$ cat config.mk
export PLATFORM = sky130hd
export DESIGN_NAME = ubx_frame_receiver_unit
export DESIGN_NICKNAME = d
export VERILOG_FILES = /design/src/design/ubxfr_pkg.sv /design/src/design/ubx_frame_receiver_unit.sv /design/src/design/ubxfr_cfg_regs.sv /design/src/design/ubxfr_parser.sv
export SDC_FILE = /design/constraint.sdc
export NUM_CORES = 1
export LEC_CHECK = 0
export BUFFER_PORTS_ARGS = -buffer_cell sky130_fd_sc_hd__buf_4
export CAP_MARGIN = 25
export CORE_ASPECT_RATIO = 1.75
export CORE_MARGIN = 1.5
export CORE_UTILIZATION = 52
export CTS_BUF_LIST = sky130_fd_sc_hd__clkbuf_16
export DETAILED_ROUTE_END_ITERATION = 16
export PLACE_DENSITY = 0.72
export REMOVE_ABC_BUFFERS = 1
export SYNTH_ARGS = -nofsm -noshare
export SYNTH_HDL_FRONTEND = slang
export SYNTH_SLANG_ARGS = --single-unit
$ cat constraint.sdc
create_clock -name clk -period 5.23 [get_ports clk]
set_clock_uncertainty 0.1 [all_clocks]
set_input_delay 0 -clock clk [delete_from_list [all_inputs] [get_ports clk]]
set_output_delay 0 -clock clk [all_outputs]
set_load 0.005 [all_outputs]
$ cat src/design/ubxfr_pkg.sv
package ubxfr_pkg;

  localparam int unsigned BYTE_W = 8;
  localparam int unsigned LEN_W  = 16;
  localparam int unsigned IDX_W  = 2;

  localparam logic [BYTE_W-1:0] SYNC_FIRST_RST  = 8'd181;
  localparam logic [BYTE_W-1:0] SYNC_SECOND_RST = 8'd98;
  localparam logic [LEN_W-1:0]  MAX_PAYLOAD_RST = 16'd1016;

  typedef enum logic [IDX_W-1:0] {
    REG_SYNC_FIRST  = 2'd0,
    REG_SYNC_SECOND = 2'd1,
    REG_MAX_PAYLOAD = 2'd2
  } reg_idx_t;

  typedef enum logic [3:0] {
    PH_HUNT1   = 4'd0,
    PH_HUNT2   = 4'd1,
    PH_CLASS   = 4'd2,
    PH_ID      = 4'd3,
    PH_LEN_LO  = 4'd4,
    PH_LEN_HI  = 4'd5,
    PH_PAYLOAD = 4'd6,
    PH_CK_A    = 4'd7,
    PH_CK_B    = 4'd8
  } phase_t;

  typedef enum logic [1:0] {
    KIND_DATA = 2'd0,
    KIND_GOOD = 2'd1,
    KIND_BAD  = 2'd2,
    KIND_LONG = 2'd3
  } kind_t;

  typedef struct packed {
    logic [BYTE_W-1:0] sync_first;
    logic [BYTE_W-1:0] sync_second;
    logic [LEN_W-1:0]  max_payload;
  } cfg_t;

  typedef struct packed {
    kind_t             kind;
    logic [BYTE_W-1:0] data_byte;
    logic [BYTE_W-1:0] msg_class;
    logic [BYTE_W-1:0] msg_id;
    logic [LEN_W-1:0]  offset;
    logic [LEN_W-1:0]  frame_length;
  } res_t;

endpackage

$ cat src/design/ubx_frame_receiver_unit.sv
// An accepted byte is held in the input register and its result is loaded into the
// output register; it is held back while a waiting result is stalled at the output.
// Throughput: one byte per cycle while the output is not stalled; the parser step and byte sums are combinational.
// An input register and an output register part the two channels.
// Reset (rst, synchronous): drops all items in flight, returns to the sync hunt
// and restores the sync bytes and payload limit to their defaults.
module ubx_frame_receiver_unit (
  input  logic                          clk,
  input  logic                          rst,
  input  logic                          in_valid,
  output logic                          in_stall,
  input  logic [ubxfr_pkg::BYTE_W-1:0]  rx_byte,
  output logic                          out_valid,
  input  logic                          out_stall,
  output logic [1:0]                    kind,
  output logic [ubxfr_pkg::BYTE_W-1:0]  data_byte,
  output logic [ubxfr_pkg::BYTE_W-1:0]  msg_class,
  output logic [ubxfr_pkg::BYTE_W-1:0]  msg_id,
  output logic [ubxfr_pkg::LEN_W-1:0]   offset,
  output logic [ubxfr_pkg::LEN_W-1:0]   frame_length,
  input  logic                          cfg_valid,
  output logic                          cfg_ready,
  input  logic [ubxfr_pkg::IDX_W-1:0]   cfg_index,
  input  logic [ubxfr_pkg::LEN_W-1:0]   cfg_data
);

  ubxfr_pkg::cfg_t               cfg;
  ubxfr_pkg::res_t               res;
  ubxfr_pkg::res_t               out_res;
  logic                          res_valid;
  logic                          s1_valid;
  logic [ubxfr_pkg::BYTE_W-1:0]  s1_byte;
  logic                          advance;
  logic                          accept;

  assign advance  = s1_valid && (!out_valid || !out_stall);
  assign in_stall = s1_valid && !advance;
  assign accept   = in_valid && !in_stall;

  ubxfr_cfg_regs u_cfg (
    .clk       (clk),
    .rst       (rst),
    .cfg_valid (cfg_valid),
    .cfg_ready (cfg_ready),
    .cfg_index (cfg_index),
    .cfg_data  (cfg_data),
    .cfg       (cfg)
  );

  ubxfr_parser u_parser (
    .clk       (clk),
    .rst       (rst),
    .step      (advance),
    .rx_byte   (s1_byte),
    .cfg       (cfg),
    .res_valid (res_valid),
    .res       (res)
  );

  // hold the accepted item
  always_ff @(posedge clk) begin
    if (rst) begin
      s1_valid <= 1'b0;
    end else if (accept) begin
      s1_valid <= 1'b1;
    end else if (advance) begin
      s1_valid <= 1'b0;
    end
  end

  always_ff @(posedge clk) begin
    if (accept) begin
      s1_byte <= rx_byte;
    end
  end

  // load the result, drop it once taken
  always_ff @(posedge clk) begin
    if (rst) begin
      out_valid <= 1'b0;
    end else if (advance && res_valid) begin
      out_valid <= 1'b1;
    end else if (out_valid && !out_stall) begin
      out_valid <= 1'b0;
    end
  end

  always_ff @(posedge clk) begin
    if (advance && res_valid) begin
      out_res <= res;
    end
  end

  assign kind         = out_res.kind;
  assign data_byte    = out_res.data_byte;
  assign msg_class    = out_res.msg_class;
  assign msg_id       = out_res.msg_id;
  assign offset       = out_res.offset;
  assign frame_length = out_res.frame_length;

endmodule

$ cat src/design/ubxfr_cfg_regs.sv
module ubxfr_cfg_regs (
  input  logic                            clk,
  input  logic                            rst,
  input  logic                            cfg_valid,
  output logic                            cfg_ready,
  input  logic [ubxfr_pkg::IDX_W-1:0]     cfg_index,
  input  logic [ubxfr_pkg::LEN_W-1:0]     cfg_data,
  output ubxfr_pkg::cfg_t                 cfg
);

  assign cfg_ready = 1'b1;

  always_ff @(posedge clk) begin
    if (rst) begin
      cfg.sync_first  <= ubxfr_pkg::SYNC_FIRST_RST;
      cfg.sync_second <= ubxfr_pkg::SYNC_SECOND_RST;
      cfg.max_payload <= ubxfr_pkg::MAX_PAYLOAD_RST;
    end else if (cfg_valid && cfg_ready) begin
      case (ubxfr_pkg::reg_idx_t'(cfg_index))
        ubxfr_pkg::REG_SYNC_FIRST:  cfg.sync_first  <= cfg_data[ubxfr_pkg::BYTE_W-1:0];
        ubxfr_pkg::REG_SYNC_SECOND: cfg.sync_second <= cfg_data[ubxfr_pkg::BYTE_W-1:0];
        ubxfr_pkg::REG_MAX_PAYLOAD: cfg.max_payload <= cfg_data;
        default: ;
      endcase
    end
  end

endmodule

$ cat src/design/ubxfr_parser.sv
module ubxfr_parser (
  input  logic                             clk,
  input  logic                             rst,
  input  logic                             step,
  input  logic [ubxfr_pkg::BYTE_W-1:0]     rx_byte,
  input  ubxfr_pkg::cfg_t                  cfg,
  output logic                             res_valid,
  output ubxfr_pkg::res_t                  res
);

  ubxfr_pkg::phase_t                phase, phase_next;
  logic [ubxfr_pkg::BYTE_W-1:0]     class_hold, class_hold_next;
  logic [ubxfr_pkg::BYTE_W-1:0]     id_hold, id_hold_next;
  logic [ubxfr_pkg::LEN_W-1:0]      length_hold, length_hold_next;
  logic [ubxfr_pkg::LEN_W-1:0]      byte_count, byte_count_next;
  logic [ubxfr_pkg::BYTE_W-1:0]     sum_a, sum_a_next;
  logic [ubxfr_pkg::BYTE_W-1:0]     sum_b, sum_b_next;
  logic                             first_check_ok, first_check_ok_next;
  logic [ubxfr_pkg::BYTE_W-1:0]     add_a;
  logic [ubxfr_pkg::BYTE_W-1:0]     full_len_lo;
  logic [ubxfr_pkg::LEN_W-1:0]      full_len;
  logic [ubxfr_pkg::LEN_W-1:0]      count_inc;
  logic                             too_long;

  assign add_a       = sum_a + rx_byte;
  assign full_len_lo = length_hold[ubxfr_pkg::BYTE_W-1:0];
  assign full_len    = {rx_byte, full_len_lo};
  assign too_long    = full_len > cfg.max_payload;
  assign count_inc   = byte_count + 16'd1;

  // next state
  always_comb begin
    phase_next          = phase;
    class_hold_next     = class_hold;
    id_hold_next        = id_hold;
    length_hold_next    = length_hold;
    byte_count_next     = byte_count;
    sum_a_next          = sum_a;
    sum_b_next          = sum_b;
    first_check_ok_next = first_check_ok;
    case (phase)
      ubxfr_pkg::PH_HUNT2: begin
        if (rx_byte == cfg.sync_second) begin
          phase_next = ubxfr_pkg::PH_CLASS;
        end else if (rx_byte == cfg.sync_first) begin
          phase_next = ubxfr_pkg::PH_HUNT2;
        end else begin
          phase_next = ubxfr_pkg::PH_HUNT1;
        end
      end
      ubxfr_pkg::PH_CLASS: begin
        class_hold_next = rx_byte;
        sum_a_next      = rx_byte;
        sum_b_next      = rx_byte;
        phase_next      = ubxfr_pkg::PH_ID;
      end
      ubxfr_pkg::PH_ID: begin
        id_hold_next = rx_byte;
        sum_a_next   = add_a;
        sum_b_next   = sum_b + add_a;
        phase_next   = ubxfr_pkg::PH_LEN_LO;
      end
      ubxfr_pkg::PH_LEN_LO: begin
        length_hold_next = {8'd0, rx_byte};
        sum_a_next       = add_a;
        sum_b_next       = sum_b + add_a;
        phase_next       = ubxfr_pkg::PH_LEN_HI;
      end
      ubxfr_pkg::PH_LEN_HI: begin
        length_hold_next = full_len;
        sum_a_next       = add_a;
        sum_b_next       = sum_b + add_a;
        byte_count_next  = '0;
        if (too_long) begin
          phase_next = ubxfr_pkg::PH_HUNT1;
        end else if (full_len == '0) begin
          phase_next = ubxfr_pkg::PH_CK_A;
        end else begin
          phase_next = ubxfr_pkg::PH_PAYLOAD;
        end
      end
      ubxfr_pkg::PH_PAYLOAD: begin
        sum_a_next      = add_a;
        sum_b_next      = sum_b + add_a;
        byte_count_next = count_inc;
        if (count_inc >= length_hold) begin
          phase_next = ubxfr_pkg::PH_CK_A;
        end
      end
      ubxfr_pkg::PH_CK_A: begin
        first_check_ok_next = (rx_byte == sum_a);
        phase_next          = ubxfr_pkg::PH_CK_B;
      end
      ubxfr_pkg::PH_CK_B: begin
        phase_next = ubxfr_pkg::PH_HUNT1;
      end
      default: begin
        phase_next = (rx_byte == cfg.sync_first) ? ubxfr_pkg::PH_HUNT2 : ubxfr_pkg::PH_HUNT1;
      end
    endcase
  end

  // outputs
  always_comb begin
    res_valid        = 1'b0;
    res.kind         = ubxfr_pkg::KIND_DATA;
    res.data_byte    = '0;
    res.msg_class    = class_hold;
    res.msg_id       = id_hold;
    res.offset       = '0;
    res.frame_length = length_hold;
    case (phase)
      ubxfr_pkg::PH_LEN_HI: begin
        res_valid        = too_long;
        res.kind         = ubxfr_pkg::KIND_LONG;
        res.frame_length = full_len;
      end
      ubxfr_pkg::PH_PAYLOAD: begin
        res_valid     = 1'b1;
        res.data_byte = rx_byte;
        res.offset    = byte_count;
      end
      ubxfr_pkg::PH_CK_B: begin
        res_valid = 1'b1;
        res.kind  = (first_check_ok && rx_byte == sum_b) ? ubxfr_pkg::KIND_GOOD
                                                         : ubxfr_pkg::KIND_BAD;
      end
      default: ;
    endcase
  end

  always_ff @(posedge clk) begin
    if (rst) begin
      phase          <= ubxfr_pkg::PH_HUNT1;
      class_hold     <= '0;
      id_hold        <= '0;
      length_hold    <= '0;
      byte_count     <= '0;
      sum_a          <= '0;
      sum_b          <= '0;
      first_check_ok <= 1'b0;
    end else if (step) begin
      phase          <= phase_next;
      class_hold     <= class_hold_next;
      id_hold        <= id_hold_next;
      length_hold    <= length_hold_next;
      byte_count     <= byte_count_next;
      sum_a          <= sum_a_next;
      sum_b          <= sum_b_next;
      first_check_ok <= first_check_ok_next;
    end
  end

endmodule

* Yosys cells after proc, flatten, opt, wreduce, memory -nomap -nowiden
Index checks and enable logic that the tools add are counted.
Word-level totals: register bits after elaboration 169, input bits 31, output and inout port bits 61, logic and storage cells 91
Operators by class: $add $sub $neg 3, $lt $le $gt $ge 2, equality and inequality tests 15, multiplexer cells 18, bitwise gates (word level) 1, reductions and logical operators 31
Operators by type and width (count):
- $pmux 16 s2 | 2
- $eq 8x8->1 | 4
- $pmux 4 s8 | 1
- $pmux 8 s2 | 2
- $reduce_and 2->1 | 10
- $add 16x1->16 const B | 1
- $add 8x8->8 | 2
- $eq 4x3->1 const B | 4
- $ge 16x16->1 | 1
- $gt 16x16->1 | 1
- $logic_not 16->1 | 1
- $mux 16 | 1
- $mux 4 | 3
- $reduce_bool 2->1 | 5
- $eq 4x2->1 const B | 2
- $logic_and 1x1->1 | 6
- $mux 1 | 6
- $eq 4x1->1 const B | 1
- $eq 4x4->1 const B | 1
- $logic_not 1->1 | 4
- $pmux 2 s2 | 1
- $reduce_or 4->1 | 1
- $reduce_and 3->1 | 1
- $eq 2x1->1 const B | 1
- other kinds (8) | 8

* Logic depth before layout (Yosys ltp)
depth after elaboration 8, depth in mapped cells 14, gate-level depth less buffers 14

* Modules after synthesis
A second synthesis with hierarchy kept.
Second synthesis, totals: cell total of the unflattened synthesis 856, area total of the unflattened synthesis 8513.2 um^2
By module, submodules not included:
- ubxfr_parser | instances 1, cells each 642, area each 5087.4 um^2, sequential area each 1381.3 um^2
- ubx_frame_receiver_unit | instances 1, cells each 78, area each 2075.7 um^2, sequential area each 2021.9 um^2
- ubxfr_cfg_regs | instances 1, cells each 136, area each 1350.0 um^2, sequential area each 640.6 um^2

* Least setup slack after synthesis
Ideal clock, no wire load.
kind register -> register, from register s1_byte[7] (netlist bit), to register out_res, in the netlist data_byte[0] (enable), setup time 417 ps, data arrival time 2800 ps, required time 4713 ps, slack 1913 ps, cell stages (with the launch flop) 8, path buffers 0, period minus slack after synthesis 3317 ps, path through edfxtp_1 ha_1 nand4_1 nor3_1 a21boi_0 nor2_1 a21o_1 nand2_1
Between the ends: word-level cells in the longest chain between the ends 3
RTL lines:
- start: declaration | line ubx_frame_receiver_unit.sv:32 | logic [ubxfr_pkg::BYTE_W-1:0] s1_byte;
- start signal: assignment | line ubx_frame_receiver_unit.sv:73 | s1_byte <= rx_byte;
- $gt 16x16->1 | line ubxfr_parser.sv:28 | assign too_long = full_len > cfg.max_payload;
- $pmux 1 s2 | line ubxfr_parser.sv:112 | case (phase)
- $logic_and 1x1->1 | line ubx_frame_receiver_unit.sv:89 | if (advance && res_valid) begin
- end signal: assignment | line ubx_frame_receiver_unit.sv:90 | out_res <= res;
- end: declaration | line ubx_frame_receiver_unit.sv:29 | ubxfr_pkg::res_t out_res;
No other way between the ends. A chain may end at the register's enable or synchronous reset.

* Worst setup path in the final report
from register s1_byte[0] (netlist bit), to register u_parser.sum_b[7] (netlist bit)
Between the ends: word-level cells in the longest chain between the ends 3
RTL lines:
- $add 8x8->8 | line ubxfr_parser.sv:25 | assign add_a = sum_a + rx_byte;
- $add 8x8->8
- $pmux 8 s2 | line ubxfr_parser.sv:41 | case (phase)
- end signal: assignment | line ubxfr_parser.sv:149 | sum_b <= sum_b_next;
- end: declaration | line ubxfr_parser.sv:17 | logic [ubxfr_pkg::BYTE_W-1:0] sum_b, sum_b_next;
No other way between the ends.

==> impl_metrics.sql <==
INSERT INTO impl_metrics (metric_group, metric, value, unit) VALUES
('power_and_ir_drop', 'power.density', '303', 'mW/mm²'),
('clock_network', 'numCtsBuffers', '17', ''),
('synth', 'synth-seq-area-share', '48.5', '%'),
('power_and_ir_drop', 'power_report.internal_total', '0.00231', 'W'),
('worst_setup_path', 'critical_path_class', 'reg2reg', ''),
('synth', 'yosys_most_used_dff', 'sky130_fd_sc_hd__dfxtp_1', ''),
('die', 'fp-row-count', '61', ''),
('power_and_ir_drop', 'leakagePower', '4.11', 'nW'),
('clock_network', 'max-clock-path-buffers', '2', ''),
('worst_setup_path', 'crit_top_cell', 'sky130_fd_sc_hd__xnor2_1', ''),
('detailed_routing', 'routed_wl', '19.8', 'mm'),
('job', 'timing.max_cap.violations', '0', ''),
('power_and_ir_drop', 'proportion_of_power_drawn_by_the_clock_network', '44.7', '%'),
('detailed_routing', 'vias', '6652', ''),
('finish', 'diodes', '0', ''),
('global_route', 'grt_pass1_vias', '6451', ''),
('worst_setup_path', 'critPathLaunchType', 'register', ''),
('synth', 'synth.top_cells.by_area', 'sky130_fd_sc_hd__dfxtp_1, sky130_fd_sc_hd__edfxtp_1, sky130_fd_sc_hd__ha_1', ''),
('synth', 'synth_cell_type_count', '63', ''),
('sta', 'finalSetupTns', '0', 'ns'),
('synth', 'synth.avg_cell_area', '9.53', 'µm²'),
('sta', 'timing_max_transition_violations_final', '0', ''),
('detailed_routing', 'drc_errors', '6', ''),
('placed_design', 'place_hpwl', '13.6', 'mm'),
('synth', 'netlist_area', '0.00834', 'mm²'),
('clock_network', 'clock-sinks', '169', ''),
('power_and_ir_drop', 'vdd_drop_max', '0.215', 'mV'),
('synth', 'netlist.top_cell.by_area', 'sky130_fd_sc_hd__dfxtp_1', ''),
('placed_design', 'placed_cells_incl_taps', '1114', ''),
('worst_setup_path', 'path_cells', 'ha_1 > fa_1 > a21o_1 > a21oi_1 > xnor2_1 > ha_1 > nand3_1 > o211ai_1 > o41ai_1 > xnor2_1 > xnor2_1 > a211oi_1', ''),
('die', 'design.die.area', '0.0168', 'mm²'),
('finish', 'layout.core_utilization', '63.5', '%'),
('detailed_routing', 'detailedRoute.firstPassIterationCount', '11', ''),
('worst_setup_path', 'cp_capture_type', 'register', ''),
('sta', 'setup_violations', '0', ''),
('placed_design', 'gp_congestion', '0.854', ''),
('sta', 'worst_slew_margin_rel', '44.1', '%'),
('outcome', 'failed_checks', 'DRC', ''),
('clock_network', 'cts_root_buf', 'sky130_fd_sc_hd__clkbuf_16', ''),
('synth', 'postSynth.asyncResetShare', '0', '%'),
('sta', 'max_freq', '287', 'MHz'),
('power_and_ir_drop', 'switchingPower', '0.000726', 'W'),
('clock_network', 'cts_tree', 'built', ''),
('synth', 'synth_seq_cells', '169', ''),
('finish', 'final.fill_count', '1271', ''),
('placed_design', 'io_port_bufs', '90', ''),
('worst_setup_path', 'critical_path.max_fanout', '11', ''),
('worst_setup_path', 'crit_path_top_delay_cell', 'sky130_fd_sc_hd__edfxtp_1', ''),
('power_and_ir_drop', 'pwr-share-seq', '46.9', '%'),
('die', 'top_level_ports', '92', ''),
('detailed_routing', 'post_drt_wl_per_cell', '16.8', 'µm'),
('worst_setup_path', 'critical_path.n_buffers_inverters', '0', ''),
('finish', 'nets', '1052', ''),
('clock_network', 'cts_repair_resize_count', '0', ''),
('synth', 'synth_enable_flop_cells', '66', ''),
('worst_setup_path', 'cp_slowest_stage_delay', '0.63', 'ns'),
('worst_setup_path', 'path_delay_family', 'adder cells', ''),
('detailed_routing', 'avgViaCountPerCell', '5.67', ''),
('global_route', 'grt_antenna_before_repair', '0', ''),
('sta', 'final.min_clock_period', '3.48', 'ns'),
('synth', 'synth_top_area_share', '24.7', '%'),
('global_route', 'grt.overflow.total', '0', ''),
('detailed_routing', 'detail-route-antenna-nets', '0', ''),
('die', 'chipWidth', '98.7', 'µm'),
('worst_setup_path', 'cp_data_arrival_time', '3.72', 'ns'),
('clock_network', 'clock_latency', '0.43', 'ns'),
('outcome', 'status', 'finished, violations left', ''),
('sta', 'grt_setup_unrepaired', 'false', ''),
('die', 'start_util', '52.8', '%'),
('detailed_routing', 'initialDrtViolationCount', '243', ''),
('sta', 'final_hold_viol_count', '0', '');
## worst min-delay path: stages
cell and delay (ns):
sky130_fd_sc_hd__buf_4 0.10, sky130_fd_sc_hd__nor3b_1 0.04, sky130_fd_sc_hd__buf_4 0.18, sky130_fd_sc_hd__mux2i_1 0.13, sky130_fd_sc_hd__nor2_1 0.07
## placed cells by master, fill, tap and decap left out, types with 4 or more instances in the layout
cell and instances:
sky130_fd_sc_hd__a211o_1 15, sky130_fd_sc_hd__a21o_1 10, sky130_fd_sc_hd__a21oi_1 76, sky130_fd_sc_hd__a31oi_1 6
sky130_fd_sc_hd__and2_1 28, sky130_fd_sc_hd__and3_1 5, sky130_fd_sc_hd__buf_4 99, sky130_fd_sc_hd__bufinv_16 4
sky130_fd_sc_hd__clkbuf_16 17, sky130_fd_sc_hd__dfxtp_1 103, sky130_fd_sc_hd__dlygate4sd3_1 28, sky130_fd_sc_hd__edfxtp_1 66
sky130_fd_sc_hd__ha_1 47, sky130_fd_sc_hd__inv_1 46, sky130_fd_sc_hd__inv_6 5, sky130_fd_sc_hd__mux2i_1 22
sky130_fd_sc_hd__nand2_1 77, sky130_fd_sc_hd__nand2b_1 5, sky130_fd_sc_hd__nand3_1 22, sky130_fd_sc_hd__nand3b_1 8
sky130_fd_sc_hd__nand4_1 7, sky130_fd_sc_hd__nor2_1 98, sky130_fd_sc_hd__nor2b_1 8, sky130_fd_sc_hd__nor3_1 17
sky130_fd_sc_hd__nor4_1 9, sky130_fd_sc_hd__o211ai_1 5, sky130_fd_sc_hd__o21a_1 4, sky130_fd_sc_hd__o21ai_0 20
sky130_fd_sc_hd__o21ai_1 15, sky130_fd_sc_hd__o21bai_1 4, sky130_fd_sc_hd__or3_1 7, sky130_fd_sc_hd__xnor2_1 26
sky130_fd_sc_hd__xor2_1 26
## metal layers
| metal | share of wire (%) | wire, µm | global-route usage [%] | up-vias |
|---|---|---|---|---|
| met3 | 3.8 | 761 | 4.04 | 50 |
| met4 | 3.2 | 629 | 11.6 | 0 |
| met1 | 37 | 7400 | 24.3 | 3165 |
| met2 | 56 | 11000 | 46.1 | 190 |
| li1 | - | - | - | 3247 |
| met5 | 0 | 0 | 0 | - |
## worst paths after layout
kind | depth (start not counted) | end | startpoint
worst min register to register | 0 | msg_class[1]$_DFFE_PP_ | u_parser.class_hold[1]$_SDFFE_PP0P_
worst max-delay path | 12 | u_parser.sum_b[7]$_SDFFE_PP0P_ | s1_byte[0]$_DFFE_PP_
worst max register to register | 12 | u_parser.sum_b[7]$_SDFFE_PP0P_ | s1_byte[0]$_DFFE_PP_
worst min-delay path | 5 | u_cfg.cfg[25]$_SDFFE_PP0P_ | cfg_index[0]
## timing repair
item	in CTS	in global routing
hold buffers	28	0
hold endpoints to repair	50	0
endpoints found under the setup margin	0	0
## area by class of cell
cell class	instances	area, µm²	share of cell area, %
flip-flops and latches	169	4040	40.3
multi-input cells	612	3930	39.1
repair buffers	127	1020	10.2
clock buffers	17	425	4.24
well taps	189	236	2.36
clock inverters	15	213	2.12
inverters	45	169	1.68
## per-stage QoR
stage	hold WS [ns]	instance area [µm²]	power [W]	worst slack, ns
2_1_floorplan	-0.0309	8140	0.00159	1.76
3_3_place_gp	0.0788	9110	0.00168	1.81
3_5_place_dp	0.0794	9120	0.00169	1.74
4_1_cts	0.0140	10000	0.00306	1.72
5_1_grt	0.0301	10000	0.00314	1.52
6_report	0.0243	10000	0.00304	1.75
## power groups by stage
| stage | Sequential (W) | Clock (W) | Combinational [W] |
|---|---|---|---|
| detailed placement | 0.00145 | 0 | 0.000237 |
| floorplan | 0.00144 | 0 | 0.000151 |
| global route | 0.00143 | 0.00143 | 0.000281 |
| CTS | 0.00142 | 0.00138 | 0.000254 |
| global placement | 0.00145 | 0 | 0.000232 |
| finish | 0.00142 | 0.00136 | 0.000255 |
## cell families after synthesis
family / Yosys count / share of synthesized area, %
fa+ha+maj: 49 / 7.53
buf+inv: 94 / 4.47
mux: 23 / 2.77
compound gates: 180 / 13.4
simple gates: 307 / 17.8
flops: 169 / 48.5
other cells: 1 / 0.0450
xor+xnor: 52 / 5.46
## sequential cells by signal (all words and copies together), names as in the netlist
signal / cells
data_byte: 8
frame_length: 16
kind: 2
msg_class: 8
msg_id: 8
offset: 16
out_valid: 1
s1_byte: 8
s1_valid: 1
u_cfg.cfg: 32
u_parser.byte_count: 16
u_parser.class_hold: 8
u_parser.first_check_ok: 1
u_parser.id_hold: 8
u_parser.length_hold: 16
u_parser.phase: 4
u_parser.sum_a: 8
u_parser.sum_b: 8
(Power assumes the default switching activity.)
